<file path="config.mk">
export PLATFORM = sky130hd
export DESIGN_NAME = dsb_sqrt
export DESIGN_NICKNAME = d
export VERILOG_FILES = /design/src/rtl/dsb_pkg.sv /design/src/rtl/dsb_sqrt.sv
export SDC_FILE = /design/constraint.sdc
export NUM_CORES = 2
export LEC_CHECK = 0
export ABC_AREA = 0
export BUFFER_PORTS_ARGS = -buffer_cell sky130_fd_sc_hd__buf_2
export CORE_MARGIN = 2
export CORE_UTILIZATION = 40
export DETAILED_ROUTE_END_ITERATION = 8
export HOLD_SLACK_MARGIN = 0.15
export PLACE_DENSITY_LB_ADDON = 0.08
export SYNTH_ARGS = -nofsm -noshare
export SYNTH_HDL_FRONTEND = slang
export SYNTH_SLANG_ARGS = --single-unit
</file>
<file path="constraint.sdc">
create_clock -name clk -period 4.9 [get_ports clk]
set_input_delay 0.98 -clock clk [delete_from_list [all_inputs] [get_ports clk]]
set_output_delay 0.98 -clock clk [all_outputs]
set_load 0.05 [all_outputs]
</file>
<file path="src/rtl/dsb_pkg.sv">
`timescale 1ns / 1ps
// Shared types, codes and constants of the delay-and-sum beamformer.
package dsb_pkg;

    localparam int MAX_SENSORS_DEF = 128;
    localparam int MAX_SAMPLES_DEF = 2048;
    localparam int COORD_BITS_DEF  = 20;

    localparam int CMD_W         = 2;
    localparam int SENSOR_IDX_W  = 7;
    localparam int SAMPLE_IDX_W  = 11;
    localparam int SAMPLE_W      = 16;
    localparam int POS_W         = 20;
    localparam int PIXEL_W       = 16;
    localparam int OOR_W         = 8;
    localparam int CFG_IDX_W     = 2;
    localparam int CFG_DATA_W    = 24;
    localparam int NUM_SENSORS_W = 8;
    localparam int SPS_W         = 12;
    localparam int SPU_W         = 24;

    localparam logic [NUM_SENSORS_W-1:0] NUM_SENSORS_RST = 8'd128;
    localparam logic [SPS_W-1:0]         SPS_RST         = 12'd2048;
    localparam logic [SPU_W-1:0]         SPU_RST         = 24'd447392;

    typedef enum logic [CMD_W-1:0] {
        CMD_POS    = 2'd0,
        CMD_SAMPLE = 2'd1,
        CMD_PIXEL  = 2'd2
    } cmd_t;

    typedef enum logic [CFG_IDX_W-1:0] {
        REG_NUM_SENSORS        = 2'd0,
        REG_SAMPLES_PER_SENSOR = 2'd1,
        REG_SAMPLES_PER_UM     = 2'd2
    } cfg_reg_t;

    typedef enum logic [2:0] {
        ST_IDLE,
        ST_ISSUE,
        ST_DRAIN,
        ST_START,
        ST_DIV,
        ST_HOLD
    } state_t;

    typedef struct packed {
        logic valid;
        logic last;
    } tag_t;

    // fraction bits kept on the distance
    function automatic int dist_frac(input int coord_bits);
        int f;
        f = (63 - 2 * coord_bits) / 2;
        return (f < 8) ? f : 8;
    endfunction

endpackage

</file>
<file path="src/rtl/dsb_sqrt.sv">
`timescale 1ns / 1ps
// Pipelined integer square root, one result bit per stage.
module dsb_sqrt #(
    parameter int InW  = 42,
    parameter int Frac = 8,
    parameter int KeyW = 7,
    localparam int RootW = (InW + 2 * Frac + 1) / 2
) (
    input  logic            clk,
    input  logic            rst_n,
    input  dsb_pkg::tag_t   tag_in,
    input  logic [KeyW-1:0] k_in,
    input  logic [InW-1:0]  rad_in,
    output dsb_pkg::tag_t   tag_out,
    output logic [KeyW-1:0] k_out,
    output logic [RootW-1:0] root
);
    import dsb_pkg::*;

    localparam int RemW = RootW + 2;
    localparam int RadW = 2 * RootW;

    logic [RemW-1:0]  rem_reg  [RootW];
    logic [RootW-1:0] root_reg [RootW];
    logic [RadW-1:0]  rad_reg  [RootW];
    tag_t             tag_reg  [RootW];
    logic [KeyW-1:0]  k_reg    [RootW];

    for (genvar s = 0; s < RootW; s++) begin : g_stage
        logic [RemW-1:0]  rem_prev, cur, trial;
        logic [RootW-1:0] root_prev;
        logic [RadW-1:0]  rad_prev;
        tag_t             tag_prev;
        logic [KeyW-1:0]  k_prev;
        logic             fits;

        if (s == 0) begin : g_first
            assign rem_prev  = '0;
            assign root_prev = '0;
            assign rad_prev  = RadW'(rad_in) << (2 * Frac);
            assign tag_prev  = tag_in;
            assign k_prev    = k_in;
        end
        else begin : g_next
            assign rem_prev  = rem_reg[s-1];
            assign root_prev = root_reg[s-1];
            assign rad_prev  = rad_reg[s-1];
            assign tag_prev  = tag_reg[s-1];
            assign k_prev    = k_reg[s-1];
        end

        // bring down the next two radicand bits and try root*4+1
        assign cur   = {rem_prev[RemW-3:0], rad_prev[RadW-1 -: 2]};
        assign trial = {root_prev, 2'b01};
        assign fits  = (cur >= trial);

        always_ff @(posedge clk or negedge rst_n) begin
            if (!rst_n)
            begin
                tag_reg[s] <= '0;
            end
            else
            begin
                tag_reg[s] <= tag_prev;
            end
        end

        always_ff @(posedge clk) begin
            rem_reg[s]  <= fits ? (cur - trial) : cur;
            root_reg[s] <= {root_prev[RootW-2:0], fits};
            rad_reg[s]  <= rad_prev << 2;
            k_reg[s]    <= k_prev;
        end
    end

    assign tag_out = tag_reg[RootW-1];
    assign k_out   = k_reg[RootW-1];
    assign root    = root_reg[RootW-1];

endmodule

</file>
# [Word-level counts from Yosys, hierarchy flattened]
# Memory sizes are Yosys's and may differ from the RTL's.
# Cells that the tools add are included.
[totals] reg_bits=58 ram_bits=3567 output_inout_bits=38 mem_count=4
[classes] n_addsub=29 magnitude_cmp=29 n_mux=29
[mem_list] memory="rad_reg" words=29 width=56 rd=28 rd_ports_with_merged_regs=0 wr=29 line="dsb_sqrt.sv:25" text="logic [RadW-1:0] rad_reg [RootW];"
[mem_list] memory="rem_reg" words=29 width=31 rd=28 rd_ports_with_merged_regs=0 wr=29 line="dsb_sqrt.sv:23" text="logic [RemW-1:0] rem_reg [RootW];"
[mem_list] memory="root_reg" words=29 width=29 rd=29 rd_ports_with_merged_regs=0 wr=29 line="dsb_sqrt.sv:24" text="logic [RootW-1:0] root_reg [RootW];"
[mem_list] memory="k_reg" words=29 width=7 rd=29 rd_ports_with_merged_regs=0 wr=29 line="dsb_sqrt.sv:27" text="logic [KeyW-1:0] k_reg [RootW];"
[ops] op="two-way mux 31 bit" count=29
[ops] op=">= comparator 31 bit" count=28
[ops] op="subtractor 31 bit" count=28
[ops] op="subtractor 2 x 1 -> 3 bit (second input constant)" count=1
[ops] op=">= comparator 2 x 1 -> 1 bit (second input constant)" count=1

# [Longest topological paths before layout]
# An unclocked memory read counts as a cell.
[depth] word_depth=3 depth_mapped=14

# [Worst setup path after synthesis]
# OpenSTA, ideal clock, no wires.
[synth_timing] path_kind="flip-flop to flip-flop" start="memory root_reg[2][180] (netlist bit)" end="memory rem_reg[23][2] (netlist bit)" setup_time_ns=0.128 arrival_ns=2.933 required_time_ns=4.772 setup_slack_ns=1.839 path_stages_with_launch=14 period_less_slack_ns=3.061 path_cell_list="dfxtp_1 > inv_1 > ha_1 > clkbuf_1 > and4_1 > a221oi_1 > o31ai_1 > o41ai_1 > or3_1 > o41ai_1 > a211oi_1 > clkbuf_1 > clkbuf_1 > o21ai_0"
[synth_rtl] item="start: declaration" line="dsb_sqrt.sv:24"
[synth_rtl] item="end: declaration" line="dsb_sqrt.sv:23"

==> flow_summary.ini <==
[outcome]
status = complete, no violations

[clocking]
htreeDepth = 4
clk_latency_ps = 830
cts.clk_slew.worst_paths_ps = 60
cts_setup_buffers = 0
clockBufferDepth = 3
cts_buffers = 195
clkSinkCount = 1880
tritoncts = done
cts_resized = 0
root_buffer = clkbuf_16

[final_layout]
num-nets-final = 7607
largest_reg_flops = 764
synthToLayoutAreaGrowth_pct = 13.8
post-route-util_pct = 45.8
drive_gt1_share_pct = 7.68

[sta]
relSlewSlack_pct = 24.1
setup_viol = 0
fin_crit_sh_pct = 73.6
finalHoldViolCount = 0
min_period_ps = 3610
grt_setup_unrepaired = no
setup_tns_ps = 0
clock_skew_ps = 28.5
setup_slack_ps = 1290
timing.hold.ws_ps = 249
max_freq_ghz = 0.277
report.final.slew_viol_count = 0
tightest_slew_ps = 1140

[routing]
final_antenna_net_count = 0
dr_total_vias = 46230
vias_per_cell = 4.83
drt-total-wl_um = 146000
routedWlPerCell_um = 15.2
drt-pass1-iter-count = 5
drc_errors = 0
drtIter0Drc = 2507

[grt]
antenna_found_initial = 4
gr-usage-all-layers_pct = 16.3
grt_pass1_vias = 45805
grt_max_degree = 59
grt_overflow_total = 0
grt_pass1_wl_um = 237000

[setup_path]
crit_arrival_ps = 4320
end_kind = register
crit_path_max_fanout = 11
worstSetupPathType = register to register
start_kind = register
cp.required_ps = 5610

[synth]
ys_async_sr_fraction_pct = 3.09
yosysSeqAreaShare_pct = 54.2
synth_nets = 7427
yosysWarnings = 0
synth-seq-cells = 1880
syn-cell-area_um2 = 69900
synth_edf_count = 0
syn_avg_cell_area_um2 = 10.1
yosysUniqueCellTypes = 95
synth_cells = 6916
ys.flop_type = dfxtp_1

[worst_hold_path]
min_path_type = primary input to register

[placed_design]
dpl_worst_slack_ps = 1280
port_buffers = 90
gp_congestion = 0.844
hpwl_um = 110000

[power]
vdd_drop_max_mv = 0.362
power_density_nw_per_um2 = 521
power.leakage_nw = 37.5
power_mw = 41.5

[floorplanning]
die_width_um = 422
start_util_pct = 40.2
fp.dieArea_um2 = 178000
core_um2 = 174000
fp.dieH_um = 422
num_rows = 153
io_pins = 91

[run]
max-cap-violations = 0
==> what timing repair did <==
item / 4_1_cts / 5_1_grt
endpoints found under the hold margin: 4 / 0
setup endpoints to repair: 0 / 0
hold buffers: 4 / 0
==> through the flow <==
stage	cell area (um^2)	cells
after floorplan	69900	6916
after global placement	73000	9220
after detailed placement	73000	9220
after CTS	79600	9579
after global routing	79600	9579
final	79600	9580
==> layout by cell type (no fill, tap or decap), drive strengths merged, types with 43 or more instances in the layout <==
| cell | count |
|---|---|
| o21ai | 446 |
| clkinv | 48 |
| nor3 | 156 |
| clkbuf | 264 |
| dfrtp | 58 |
| nor4 | 83 |
| nand2 | 523 |
| buf | 112 |
| dfxtp | 1822 |
| ha | 451 |
| xor2 | 324 |
| nor2 | 359 |
| xnor2 | 291 |
| inv | 609 |
| a21oi | 400 |
| nand2b | 94 |
| mux2 | 44 |
| o21a | 78 |
| a21o | 160 |
| nand3 | 94 |
| o31ai | 47 |
| nor2b | 76 |
| or3 | 78 |
| nand4 | 51 |
| or4 | 55 |
| o21bai | 43 |
==> final timing paths <==
check,cells after the start,slack [ps],from,endpoint
max,9,1290,rem_reg[4][5],rem_reg[5][8]
max reg2reg,9,1290,rem_reg[4][5],rem_reg[5][8]
min in group asynchronous,2,300,rst_n,g_stage[2].tag_prev[0]
min reg2reg,0,310,k_reg[0][36],k_reg[0][43]
max in group asynchronous,2,4170,rst_n,g_stage[26].tag_prev[1]
min,1,250,rad_in[27],rad_reg[0][43]
==> cells in the mapped netlist, types with 117 or more instances <==
| master | count | area share (%) |
|---|---|---|
| nor3_1 | 155 | 1.1 |
| xnor2_1 | 291 | 3.6 |
| a21oi_1 | 399 | 2.9 |
| xor2_1 | 324 | 4.1 |
| nor2_1 | 358 | 1.9 |
| a21o_1 | 160 | 1.7 |
| o21ai_0 | 443 | 3.2 |
| ha_1 | 451 | 8.1 |
| nand2_1 | 523 | 2.8 |
| clkbuf_1 | 117 | 0.63 |
| inv_1 | 595 | 3.2 |
| dfxtp_1 | 1822 | 52 |
==> logic make-up after synthesis <==
group	count (synthesis)	share of synthesized area [%]
simple gates	1767	12.7
other cells	1	0.00536
flops	1880	54.2
mux	48	0.766
compound gates	1419	12.4
fa+ha+maj	458	8.27
xor+xnor	615	7.70
buf+inv	728	3.96
==> power breakdown <==
part / total [mW] / switching, mW / internal, mW
registers: 19.8 / 1.93 / 17.9
logic: 6.92 / 3.84 / 3.08
clock network: 14.8 / 6.05 / 8.72
==> critical path: stages (launching register included) <==
cell and delay (ps):
dfxtp_1 360, or4_1 590, or4_1 450, or3_1 370
and4bb_2 340, o311ai_1 160, nor3_2 650, a211oi_1 230
nor2b_1 200, xor2_1 140
==> layout make-up <==
class | count | area [um^2]
Antenna cell | 1 | 2.50
Tap cell | 2325 | 2910
Fill cell | 16576 | 94200
Sequential cell | 1880 | 37900
Inverter | 595 | 2230
Clock buffer | 264 | 5510
Multi-Input combinational cell | 4308 | 29300
Clock inverter | 91 | 1060
Timing Repair Buffer | 116 | 656
==> routing by layer <==
layer | wire length (um) | global-route usage, % | part of all wire (%) | vias to the layer above
met5 | 0 | 0 | 0 | -
met4 | 4580 | 5.98 | 3.1 | 0
met2 | 71300 | 28.7 | 49 | 703
li1 | - | - | - | 23918
met3 | 5540 | 2.79 | 3.8 | 281
met1 | 64400 | 19.9 | 44 | 21328
No activity file was read; power rests on OpenSTA's default activity.
