<file path="src/rtl/dsb_div.sv">
`timescale 1ns / 1ps
// Sequential signed divider, one quotient bit per cycle, truncating toward zero.
module dsb_div #(
    parameter int DivW = 24,
    parameter int DsrW = 8
) (
    input  logic                   clk,
    input  logic                   rst_n,
    input  logic                   start,
    input  logic signed [DivW-1:0] dividend,
    input  logic [DsrW-1:0]        divisor,
    output logic                   done,
    output logic signed [DivW-1:0] quotient
);
    localparam int CntW = $clog2(DivW + 1);

    logic            busy_reg, done_reg;
    logic [CntW-1:0] cnt_reg;
    logic [DsrW-1:0] rem_reg, dsr_reg;
    logic [DivW-1:0] quo_reg;
    logic            neg_reg;
    logic [DsrW:0]   shifted, diff;
    logic            ge;

    assign shifted = {rem_reg, quo_reg[DivW-1]};
    assign diff    = shifted - {1'b0, dsr_reg};
    assign ge      = (shifted >= {1'b0, dsr_reg});

    always_ff @(posedge clk or negedge rst_n) begin
        if (!rst_n)
        begin
            busy_reg <= 1'b0;
            done_reg <= 1'b0;
            cnt_reg  <= '0;
        end
        else
        begin
            done_reg <= 1'b0;
            if (start)
            begin
                busy_reg <= 1'b1;
                cnt_reg  <= '0;
            end
            else if (busy_reg)
            begin
                cnt_reg <= cnt_reg + 1'b1;
                if (cnt_reg == CntW'(DivW - 1))
                begin
                    busy_reg <= 1'b0;
                    done_reg <= 1'b1;
                end
            end
        end
    end

    always_ff @(posedge clk) begin
        if (start)
        begin
            neg_reg <= dividend[DivW-1];
            quo_reg <= dividend[DivW-1] ? DivW'(-dividend) : DivW'(dividend);
            rem_reg <= '0;
            dsr_reg <= divisor;
        end
        else if (busy_reg)
        begin
            rem_reg <= ge ? diff[DsrW-1:0] : shifted[DsrW-1:0];
            quo_reg <= {quo_reg[DivW-2:0], ge};
        end
    end

    assign done     = done_reg;
    assign quotient = neg_reg ? -signed'(quo_reg) : signed'(quo_reg);

endmodule

</file>
<file path="config.mk">
export PLATFORM = sky130hd
export DESIGN_NAME = dsb_div
export DESIGN_NICKNAME = d
export VERILOG_FILES = /design/src/rtl/dsb_div.sv
export SDC_FILE = /design/constraint.sdc
export NUM_CORES = 1
export LEC_CHECK = 0
export BUFFER_PORTS_ARGS = -buffer_cell sky130_fd_sc_hd__buf_2
export CORE_MARGIN = 2
export CORE_UTILIZATION = 45
export CTS_CLUSTER_DIAMETER = 60
export CTS_CLUSTER_SIZE = 28
export DETAILED_ROUTE_END_ITERATION = 16
export HOLD_SLACK_MARGIN = 0.05
export PLACE_DENSITY = 0.69
export REMOVE_ABC_BUFFERS = 1
export SLEW_MARGIN = 20
export SYNTH_ARGS = -nofsm -noshare
export SYNTH_HDL_FRONTEND = slang
export SYNTH_SLANG_ARGS = --single-unit
</file>
<file path="constraint.sdc">
create_clock -name clk -period 3.1 [get_ports clk]
set_clock_uncertainty 0.15 [all_clocks]
set_input_delay 0.62 -clock clk [delete_from_list [all_inputs] [get_ports clk]]
set_output_delay 0.62 -clock clk [all_outputs]
set_load 0.01 [all_outputs]
</file>
Yosys cells after proc, flatten, opt, wreduce, memory -nomap -nowiden:

Cells that the tools add are included.

* logic and storage cells: 27
* output and inout bits: 25
* input bits: 35
* flip-flop bits (word level): 48

* reductions and logical operators: 1
* $lt $le $gt $ge: 1
* equality and inequality tests: 1
* add/sub/neg operators: 4
* multiplexer cells: 13

Operators by type and width (number)
* $mux 24: 4
* $neg 24->24: 2
* $mux 5: 2
* $ge 9x8->1: 1
* $mux 8: 1
* $sub 8x8->8: 1
* $mux 1: 6
* $add 5x1->5 const B: 1
* $eq 5x5->1 const B: 1
* $reduce_bool 2->1: 1

Logic depth before layout (Yosys ltp):

Gate-level depths: netlist (run 1).

* word-level depth: 4
* mapped depth: 8
* gate-level depth less buffers: 8

Least setup slack after synthesis (run 1):

No wires, ideal clock.

* kind: flip-flop to output port
* from: reg quo_reg[12]
* to: out quotient[23]
* path slack: -0.052 ns
* arrival time: 2.382 ns
* path buffers: 1
* required time: 2.330 ns
* cell stages (with the launch flop): 7
* cell sequence: edfxtp_1 or4_4 or4_1 or3b_1 buf_6 o41ai_2 xnor2_1

* cells in the longest elaborated chain, start to end: 2

Ends and longest elaborated chain
* start: declaration: RTL line 20 `logic [DivW-1:0] quo_reg;`
* start signal: assignment: RTL line 60 `quo_reg <= dividend[DivW-1] ? DivW'(-dividend) : DivW'(dividend);`
* start signal: assignment: RTL line 67 `quo_reg <= {quo_reg[DivW-2:0], ge};`
* $neg 24->24: RTL line 72 `assign quotient = neg_reg ? -signed'(quo_reg) : signed'(quo_reg);`
* $mux 24: RTL line 72
* end: declaration: RTL line 13 `output logic signed [DivW-1:0] quotient`

No other way between the ends.

Worst setup path after layout (run 1):

* from: reg quo_reg[12]
* to: out quotient[18]

The elaborated chain is that of the path after synthesis.

==> flow_results.org, run 1 <==
** Synthesis
- The synthesized design spends more area on one cell type than any other, namely edfxtp_1.
- Cells taking the most area after synthesis :: edfxtp_1, xnor2_1, xor2_1
- Averaged over all synthesized cells, the footprint is about 9.4 µm².
- In this run, synthesis inferred 33 flip-flops with an integrated enable.
- After synthesis the netlist holds a flip-flop and latch count of 48.
- By count the netlist is led by nor2_1, edfxtp_1, a21oi_1, xnor2_1, xor2_1.
- Fraction of post-synthesis cell area in the top cell type by area :: roughly 30%
- The netlist uses between 50 and 60 different library cells.
- In this run the cell area of the synthesized design comes to roughly 3300 µm².
- Of all flip-flops after synthesis, the portion carrying an async set or reset was between 10% and 20%.
- Fraction of the yosys area taken by sequential cells :: between 30 and 40%
- Post-synth top flop :: edfxtp_1
- Yosys warnings :: 0
- Gate Count Post-Synth :: ~360
- Count leader, synth :: nor2_1

** GRT
- Overflow left after global routing :: 0
- Overall Global Routing Usage :: a little under a fifth
- Largest net degree at the start of global routing :: 39
- The first global-routing pass estimated ~13000 µm of wire.
- Number of global-route vias before repair :: 2696
- The initial antenna violation count is 0.

** Worst hold path
- In this run the worst hold path is classified as input port to flop.
- Counting instances, the worst hold path has a depth of 1.

** Floorplan
- Starting Density :: roughly 46%
- The die covers 8130 µm².
- From bottom edge to top edge, the die measures about 90 µm.
- Row generation in the floorplan step produced 31 rows.
- Chip width :: 90.1 µm
- Pin placement for this block handled 60 I/O pins.
- In this run the standard cell core region covers 7210 µm².

** Final layout
- Number of cells in the finished layout apart from fillers :: between 500 and 600
- Fin nets :: about 470
- In the final layout, the share of cells above drive strength 1 is about a quarter.
- The register with the most flip-flops in the layout has 24 of them.
- Area of all placed cells without fillers :: about 4100 µm²
- Final core utilization :: a little under three fifths
- The repair_antennas step left the layout with diodes totalling 0.
- Compared with the post-synthesis result, the final layout area differs by 22.2%.

** CTS
- The tree is rooted in a clkbuf_8.
- Maximum clock insertion buffer count :: 2
- Clock tree from TritonCTS :: done
- Clk slew on worst S/H paths :: ~90 ps
- The later pin in the worst-skew pair is clocked with a latency of 310 ps.
- Clock sink count :: 48
- Number of buffers created by CTS :: 5
- Depth of the CTS H-tree :: 2

** Power and ir drop
- For this design the ratio of total power to cell area is 572 nW/µm².
- Sw Ratio :: around a third
- In this run, flip-flops and latches consume about two fifths of the power.
- The share of total power dissipated in the clock network is 23.9%.
- Switching power :: about 800 µW
- Standby leakage power :: 1.66 nW
- Combinational cells account for 37.6% of the total power.
- VDD sags by at most 238 µV.
- The internal power of the cells totals about 1.5 mW.

** Setup path
- CP Buf/Inv Count :: 2
- For this run, the slowest stage of the critical path takes between 500 and 600 ps.
- On the critical path, the stage with the largest delay is an instance of or4_4.
- Along the worst path, the maximum fanout reaches 7.
- Kind of cell adding the most delay to the critical path :: simple AND/OR/NAND/NOR gates
- Cell depth of the worst flop-to-flop path :: 7
- The critical path crosses 7 cells after its start point.
- Type of the worst setup path :: flop to primary output
- Walking the worst path, the cells encountered are or4_4 -> or4_4 -> or3b_4 -> buf_4 -> o31ai_4 -> xnor2_1 -> buf_2.
- Critical Path Most Common Cell :: or4_4
- Critical Path Source Type :: flop
- Required time of the worst setup path :: approximately 2300 ps
- Data arrives at the worst endpoint at between 2000 and 3000 ps.
- STA classifies the critical path endpoint as a primary output.

** Place
- At the end of routability-driven placement, the weighted congestion stood at between 0.8 and 0.9.
- In this run, placement finished with an instance count of between 500 and 600.
- During placement, the flow inserted port buffers numbering 59.
- Post-placement cell area :: approximately 3800 µm²
- Half-perimeter wire length of the detailed placement result :: 5530 µm

** Timing
- Clock period minus worst slack :: 3590 ps
- Final WS setup :: -491 ps
- Dividing the final minimum period by the clock period gives 116%.
- The number of pins exceeding their max-slew limit in the final report is 0.
- Final count of negative-setup-slack endpoints :: 7
- Setup tns final :: -3160 ps
- Setup repair after global routing missed its margin :: yes
- Maximum frequency from static timing analysis :: between 200 and 300 MHz
- The worst pin sits at a relative slew slack of 27.3%.
- At the pin with the least slew margin, the transition time is 1090 ps.
- Final count of hold timing violations :: 0

** Run status
- Outcome :: complete, but fails checks
- The checks that failed: setup timing.

** Routing
- The routed design has 7660 µm of wire.
- Remaining antenna violation count after routing :: 0
- Number of search-and-repair iterations in the first detailed-routing pass :: 4
- Detail-routed via count per cell :: between 5 and 6
- For this run, design rule violations remaining after detail routing come to 0.
- Violation count after the first detailed-route iteration :: about 120
- Average wire per standard cell :: ~15 µm
- Via count :: approximately 2900

** Run
- Max-cap violations in this run came to 0.
worst paths after layout:
| check | from | end | slack, ps |
|---|---|---|---|
| min in group asynchronous | rst_n | cnt_reg[1] | 530 |
| min | divisor[7] | dsr_reg[7] | 330 |
| max reg2reg | dsr_reg[6] | rem_reg[1] | 640 |
| max | quo_reg[12] | quotient[18] | -490 |
| min reg2reg | rem_reg[3] | rem_reg[3] | 370 |
| max in group asynchronous | rst_n | cnt_reg[4] | 2120 |
cells by family after synthesis:
| family | Yosys count | synth area share [%] |
|---|---|---|
| flops | 48 | 39.7 |
| mux | 2 | 0.599 |
| compound gates | 97 | 19.7 |
| simple gates | 112 | 17.6 |
| buf+inv | 36 | 4.50 |
| fa+ha+maj | 12 | 4.72 |
| xor+xnor | 50 | 13.1 |
what timing repair did:
| action | CTS | global route |
|---|---|---|
| hold endpoints to repair | 7 | 0 |
| hold buffers | 1 | 0 |
| gates resized for setup | 8 | 5 |
| pin swaps | 8 | 4 |
| buffers inserted | 1 | 3 |
| setup endpoints to repair | 11 | 13 |
power groups by stage:
stage,Combinational [mW],Clock (mW),Sequential [mW]
after CTS,0.869,0.568,0.897
after global routing,0.977,0.593,0.914
after detailed placement,0.853,0,0.905
final,0.877,0.559,0.900
after floorplan,0.583,0,0.886
after global placement,0.833,0,0.899
metrics by stage:
step / hold slack, ps / setup WS, ps / power (mW)
floorplan: 174 / -50.5 / 1.47
global placement: 309 / -159 / 1.73
detailed placement: 308 / -261 / 1.76
CTS: 327 / -452 / 2.33
global route: 320 / -589 / 2.48
finish: 331 / -491 / 2.34
per-layer routing:
metal	part of all wire, %	global-route usage, %	routed length (µm)
met1	46	25.5	3500
met2	49	32.3	3790
met3	3.2	1.59	247
met4	1.6	6.28	121
met5	0	0	0
final cells by class:
class | instances | area (µm²)
inverters | 17 | 63.8
well taps | 99 | 124
multi-input cells | 273 | 1950
clock buffers | 7 | 119
flip-flops and latches | 48 | 1330
fillers | 684 | 3130
repair buffers | 80 | 468
clock inverters | 1 | 30.0
cell usage in the layout (no fill, tap or decap), drive strengths merged, types with 2 or more instances in the layout:
cell type,netlist,routed
buf,5,79
nor2,38,38
edfxtp,33,33
a21oi,28,28
xnor2,27,27
xor2,23,23
o21ai,22,22
inv,17,17
o31ai,15,15
nand2,14,14
ha,11,11
o41ai,11,11
or3,10,10
nand3,8,8
dfxtp,8,8
dfrtp,7,7
clkbuf,14,7
nand2b,6,6
nor3,6,6
nor2b,5,5
a311oi,5,5
or4,5,5
nand3b,4,4
nor4,4,4
a21o,3,3
nor3b,3,3
or3b,3,3
mux2i,2,2
a211oi,2,2
nand4,2,2
(Power assumes the default switching activity.)
==> run 2: changes to the inputs <==
- BUFFER_PORTS_ARGS: -buffer_cell sky130_fd_sc_hd__buf_2 -> -buffer_cell sky130_fd_sc_hd__buf_4
- CORE_UTILIZATION: 45 -> 23
- CTS_CLUSTER_SIZE: 28 -> default
- PLACE_DENSITY: 0.69 -> default
==> run 2 against run 1 <==
Compared with the run above:
- the run still ends with setup timing left
- first-iteration DRC count is 34% higher
- sequential share of layout area is 2.2 points lower
- count of clock-buffer cells in the layout is 1 lower
- cell count is 17% higher
- setup slack better by 96 ps
- hold slack better by 24 ps
- fmax is 2.7% higher
- largest power group is now combinational cells
==> flow_results.org, run 2 (same netlist as run 1, synthesis figures left out) <==
** Run status
- The flow ran to the end, but the final reports show violations.
- The checks that failed: setup timing.

** Final layout
- Number of cells in the finished layout apart from fillers :: 613 (+17%)
- The top cell types in the final layout, fill and taps aside, are buf_4, nor2_1, edfxtp_1.
- The share of the core filled with cells was 30.5% (-26 points).
- The number of flip-flops in the largest register was 24 (unchanged).
- Area added between synthesis and finish :: 31.1%
- The number of antenna repair diodes was 0 (unchanged).
- Leaving out fill and tap cells, the most frequent cell in the layout is buf_4.
- The final net count was 475 (+0.64%).
- Share of layout cells above drive strength 1 :: 25.4% (+1.2 points)
- The post-route cell area came to 4380 µm² (+7.3%).

** Floorplan
- Chip width :: 124 µm (+38%)
- Starting Density :: 23.2% (-23 points)
- The total I/O pin count came to 60 (unchanged).
- The area of the core came to 14400 µm² (+99%).
- DIE HEIGHT :: 124 µm (+38%)
- The number of rows created at floorplan is 44 (+42%).
- Die area :: 15500 µm² (+91%)

** Routing
- The number of DRC violations after detailed-routing iteration 0 is 165 (+34%).
- The per-cell routed wire length was 14.0 µm (-4.0%).
- The via density per instance came to 4.74 (-13%).
- The remaining routing DRC violations was 0 (unchanged).
- The via count was 2906 (+1.0%).
- Number of search-and-repair iterations in the first detailed-routing pass :: 4 (unchanged)
- The final wirelength was 8590 µm (+12%).
- Remaining antenna violation count after routing :: 0 (unchanged)

** CTS
- Clock latency reported for the late side of the worst-skew pair :: 290 ps (-20 ps)
- CTS placed an instance of clkbuf_16 at the clock tree root.
- Clk slew on worst S/H paths :: 70 ps (-20 ps)
- Number of buffers created by CTS :: 5 (unchanged)
- Clock sink count :: 48 (unchanged)
- Clock tree from TritonCTS :: done
- The number of buffers on the longest clock path came to 2 (unchanged).
- Depth of the CTS H-tree :: 2 (unchanged)

** Power and ir drop
- Largest voltage drop on the vdd net :: 205 µV (-14%)
- The power density over cell area was 562 nW/µm² (-1.9%).
- The net switching power of the design came to 825 µW (+2.9%).
- The switching share of power is 33.5% (-0.77 points).
- The power after layout came to 2.46 mW (+5.3%).
- Internal power :: 1.63 mW (+6.5%)
- The part of the power in the clock network was 25.0% (+1.1 points).
- The portion of total power attributed to combinational logic is 38.5% (+0.9 points).
- The standby leakage power was 1.73 nW (+4.4%).
- The sequential share of power came to 36.5% (-2.0 points).

** Place
- Input/output buffers :: 59 (unchanged)
- The setup slack after placement came to -231 ps (+29.6 ps).
- Placed cell count :: 602 (+18%)
- The routability congestion estimate was 0.816 (-5.4%).
- The half-perimeter wire length after detailed placement was 6320 µm (+14%).
- The cell area after placement came to 4100 µm² (+7.7%).

** Setup path
- The critical path is of the flop to primary output type.
- The biggest fanout along the worst timing path was 7 (unchanged).
- CP Buf/Inv Count :: 1 (-1)
- Cell depth of the worst flop-to-flop path :: 6 (-1)
- Among cell families on the critical path, the largest total delay comes from simple AND/OR/NAND/NOR gates.
- Reg2reg setup slack :: 680 ps (+40 ps)
- Endpoint of the worst setup timing path :: quotient[22]
- The critical path starts at quo_reg[12].
- Worst Setup End Kind :: primary output
- The worst setup path is launched from a flop.
- Endpoint of the worst-slack reg-to-reg timing path :: rem_reg[3]
- The critical path arrival is 2730 ps (-90 ps).
- Traced cell by cell, the critical path runs through or4_4 -> or4_4 -> or3b_4 -> o31ai_4 -> xnor2_1 -> buf_4.
- By instance count, the cell type seen most on the critical path is or4_4.
- The critical path required time is 2330 ps (about the same).
- CP Depth :: 6 (-1)
- Crit path largest cell delay :: 550 ps (about the same)
- In this run the critical register-to-register path is launched from dsr_reg[6].
- The slowest stage of the critical path is the or4_4 cell.

** Run
- The max-capacitance violation count was 0 (unchanged).

** GRT
- GR Util met3 :: 1.46% (-0.13 points)
- The met2 layer usage reported by global route is 18.8% (-14 points).
- The wire length of the first global-routing pass was 13800 µm (+8.2%).
- Largest net degree at the start of global routing :: 60 (+54%)
- The global routing stage identified its most utilized layer as met2.
- The number of global-route vias before repair is 2856 (+5.9%).
- The sum of overflow across all layers after global routing came to 0 (unchanged).
- The initial antenna violation count came to 0 (unchanged).
- The met1 demand-to-capacity share in global routing came to 13.8% (-12 points).
- Overall Global Routing Usage :: 10.8% (-8.1 points)

** Worst hold path
- The min-delay analysis places its worst path in the category input port to flop.
- Number of cells traversed by the worst hold path :: 1 (unchanged)

** Timing
- The number of failing setup endpoints in the final timing report came to 7 (unchanged).
- The hold violation count in the final report came to 0 (unchanged).
- Final clock period utilization by the worst path :: 113% (-3.1 points)
- The worst setup slack after layout was -395 ps (+95.6 ps).
- Maximum frequency from static timing analysis :: 286 MHz (+2.7%)
- The total negative slack came to -2620 ps (+543 ps).
- Worst slew margin relative to its limit :: 41.9% (+15 points)
- Worst-Margin Slew :: 865 ps (-226 ps)
- The minimum period implied by the final worst setup slack is 3500 ps (-95.6 ps).
- Final Max Slew Viols :: 0 (unchanged)
- Setup repair after global routing could not meet its margin everywhere.
- Final worst hold slack :: 354 ps (+23.7 ps)
==> run 2: power groups by stage <==
stage	Sequential, mW	Combinational (mW)	Clock (mW)
finish	0.897	0.948	0.614
global route	0.913	1.05	0.654
CTS	0.891	0.941	0.629
detailed placement	0.902	0.929	0
global placement	0.897	0.914	0
floorplan	0.886	0.583	0
==> run 2: worst register-to-register path: cells and delay by family (launching register included) <==
family | cells | cell delay [ps]
compound gates | 2 | 510
flops | 1 | 320
simple gates | 2 | 920
fa+ha+maj | 1 | 380
buf+inv | 1 | 40
==> run 2: worst min-delay path by stage <==
stage | startpoint | endpoint
finish | divisor[6] | dsr_reg[6]
global route | divisor[5] | dsr_reg[5]
CTS | divisor[6] | dsr_reg[6]
detailed placement | rst_n | done
global placement | rst_n | done
floorplan | rst_n | busy_reg
==> run 2: area by class of cell <==
type | instances | area [µm²]
Tap cell | 184 | 230
Inverter | 17 | 63.8
Clock inverter | 2 | 35.0
Fill cell | 1473 | 9990
Sequential cell | 48 | 1330
Clock buffer | 6 | 129
Timing Repair Buffer | 83 | 638
Multi-Input combinational cell | 273 | 1960
==> run 2: layer usage <==
layer	part of all wire [%]	up-vias
met3	4.0	8
li1	-	1461
met4	1.5	0
met5	0	-
met1	45	1374
met2	50	63
==> run 2: repair_timing <==
action                                  4_1_cts  5_1_grt
endpoints found under the setup margin        7       11
hold endpoints to repair                      7        0
resized for setup                             4       10
hold buffers                                  1        0
pin swaps                                     4        7
buffers inserted                              1        1
cloned                                        0        0
==> run 3: changes to the inputs <==
- clock period: 3.1 -> 3.7 ns (I/O delays scaled with it)
==> run 3 against run 2 <==
Compared with the run above:
- sequential power down 15%
- total power down 20%
- sequential cell count unchanged
- non-clock buffer count down 22
- core utilization shrank 1.7 points
- final area down 5.5%
- setup slack gained 380 ps
- via count shrank 0.62%
- count of clock-buffer cells in the layout did not move
- critical endpoint is now quotient[21]
- hold slack got worse by 250 ps
- wire length down 2.9%
- the run still ends with setup timing left
- critical path type unchanged
- first-iteration DRC count rose by 41%
==> flow_results.org, run 3 (same netlist as run 1, synthesis figures left out) <==
** Setup path
- The length in cells of the worst reg-to-reg path is 6 (unchanged).
- The biggest fanout along the worst timing path was 7 (unchanged).
- The slack of the worst reg-to-reg path is 1240 ps (+560 ps).
- WP data arrival :: 2830 ps (+100 ps)
- Launch instance of the worst register-to-register path :: dsr_reg[6]
- Critical Path Source Type :: flop
- Type of the worst setup path :: flop to primary output
- The critical path required time came to 2810 ps (+480 ps).
- The worst register-to-register path ends at rem_reg[3].
- The worst setup path is captured at a primary output.

** Place
- The half-perimeter wire length after detailed placement is 6160 µm (-2.5%).
- Post-placement cell area :: 3930 µm² (-4.0%)
- Worst setup slack after placement :: 196 ps (+427 ps)
- The routability congestion estimate is 0.791 (-3.1%).
- Input/output buffers :: 59 (unchanged)

** CTS
- Number of buffers created by CTS :: 5 (unchanged)
- The number of buffers on the longest clock path came to 2 (unchanged).
- Cell at the root of the clock tree :: clkbuf_16
- Clk slew on worst S/H paths :: 70 ps (about the same)
- The clock network latency to the later pin of the worst-skew pair is 290 ps (about the same).
- TritonCTS built the clock tree.
- The number of sinks driven by the clock tree is 48 (unchanged).
- The level count of the clock H-tree is 2 (unchanged).

** Floorplan
- The initial core utilization was 23.2% (unchanged).
- Floorplan row count :: 44 (unchanged)
- The total I/O pin count came to 60 (unchanged).
- Core ar. :: 14400 µm² (unchanged)
- The overall die area is 15500 µm² (unchanged).
- The overall die width came to 124 µm (unchanged).
- The die boundary height was 124 µm (unchanged).

** Final layout
- Area added between synthesis and finish :: 23.9%
- Leading cell types in the layout, fill and taps excluded :: buf_4, nor2_1, edfxtp_1
- Total inserted antenna cells :: 0 (unchanged)
- Share of layout cells above drive strength 1 :: 20.4% (-5.0 points)
- The final net count is 453 (-4.6%).
- Most common cell after layout, fill and taps aside :: buf_4
- The post-route cell area was 4140 µm² (-5.5%).
- Total of fill cells in the finished design :: 1504 (+2.1%)
- Max reg flops :: 24 (unchanged)

** GRT
- The sum of overflow across all layers after global routing is 0 (unchanged).
- Number of antenna violations at the first check in global routing :: 0 (unchanged)
- Number of global-route vias before repair :: 2790 (-2.3%)
- The wire length of the first global-routing pass came to 13800 µm (-0.55%).
- The global-route usage over all layers was 10.7% (-0.078 points).
- The largest net degree at the start of global routing came to 56 (-6.7%).

** Routing
- Average wire per standard cell :: 14.1 µm (+0.67%)
- The remaining antenna violation count after routing was 0 (unchanged).
- The via count is 2888 (-0.62%).
- Number of search-and-repair iterations in the first detailed-routing pass :: 4 (unchanged)
- DRC violation count after routing :: 0 (unchanged)
- The via density per instance is 4.89 (+3.1%).
- Total Routed Length :: 8340 µm (-2.9%)
- Violation count after the first detailed-route iteration :: 232 (+41%)

** Power and ir drop
- Standby leakage power :: 1.60 nW (-7.3%)
- The power after layout came to 1.96 mW (-20%).
- Power density normalized to cell area :: 473 nW/µm² (-16%)
- Largest voltage drop on the vdd net :: 185 µV (-10%)

** Timing
- Final count of negative-setup-slack endpoints :: 2 (-5)
- The number of pins exceeding their max-slew limit in the final report is 0 (unchanged).
- The hold violation count in the final report is 0 (unchanged).
- Final WS setup :: -15.8 ps (+380 ps)
- Clock period minus worst slack :: 3720 ps
- Static timing analysis puts the maximum clock frequency at 269 MHz.
- Setup tns final :: -26.5 ps (+2590 ps)
- Final clock period utilization by the worst path :: 100%
- Setup repair after global routing missed its margin :: yes
- Worst-Margin Slew :: 944 ps (+79.1 ps)
- The worst slew margin relative to its limit was 37.0% (-4.8 points).

** Run status
- The final reports fail on setup timing.
- The run finished, with violations left.

** Run
- The max-capacitance violation count was 0 (unchanged).

** Worst hold path
- Class of the tightest hold or removal check :: input port to async pin
## run 3: worst max-delay path by stage
stage	from	end	slack [ps]
after floorplan	quo_reg[12]	quotient[23]	430
after global placement	quo_reg[12]	quotient[23]	230
after detailed placement	quo_reg[11]	quotient[20]	200
after CTS	quo_reg[11]	quotient[23]	-20
after global routing	quo_reg[11]	quotient[21]	-120
final	quo_reg[10]	quotient[21]	-20
## run 3: layer usage
metal	share of wire, %	wire length, µm	vias to the layer above	global-route usage, %
met5	0	0	-	0
met2	49	4070	70	17.5
li1	-	-	1414	-
met1	46	3820	1397	14.7
met3	3.7	310	7	1.46
met4	1.7	138	0	3.50
## run 3: critical path, cell delays in order, from the launching register on
cell,delay (ps)
edfxtp_1,470
or4_4,510
or4_4,430
or3b_4,500
o41ai_4,320
xnor2_1,160
buf_4,140
## run 3: per-stage QoR
step                util [%]  hold WS, ps  instances
floorplan                  -          294        338
global placement        27.4          342        582
detailed placement      27.4          354        582
CTS                     28.6         93.4        591
global route            28.8         91.3        591
finish                  28.8          100        591
## run 3: final cells by class
type                    instances  area [µm²]  area share, %
clock buffers                   6         129           3.11
clock inverters                 2        12.5          0.302
inverters                      17        63.8           1.54
multi-input cells             273        1920           46.4
flip-flops and latches         48        1330           32.0
well taps                     184         230           5.56
repair buffers                 61         458           11.1
## run 3: what timing repair did
item | CTS | global route
pin swaps | 3 | 4
hold buffers | 0 | 0
gates resized for setup | 4 | 4
buffers inserted | 1 | 0
endpoints found under the setup margin | 7 | 9
## run 3: where the power goes
| group | total [mW] | internal (mW) | leakage [nW] | switching [mW] |
|---|---|---|---|---|
| Combinational | 0.748 | 0.355 | 1.05 | 0.393 |
| Sequential | 0.761 | 0.668 | 0.490 | 0.0927 |
| Clock | 0.449 | 0.250 | 0.0669 | 0.199 |
| Total | 1.96 | 1.27 | 1.60 | 0.685 |
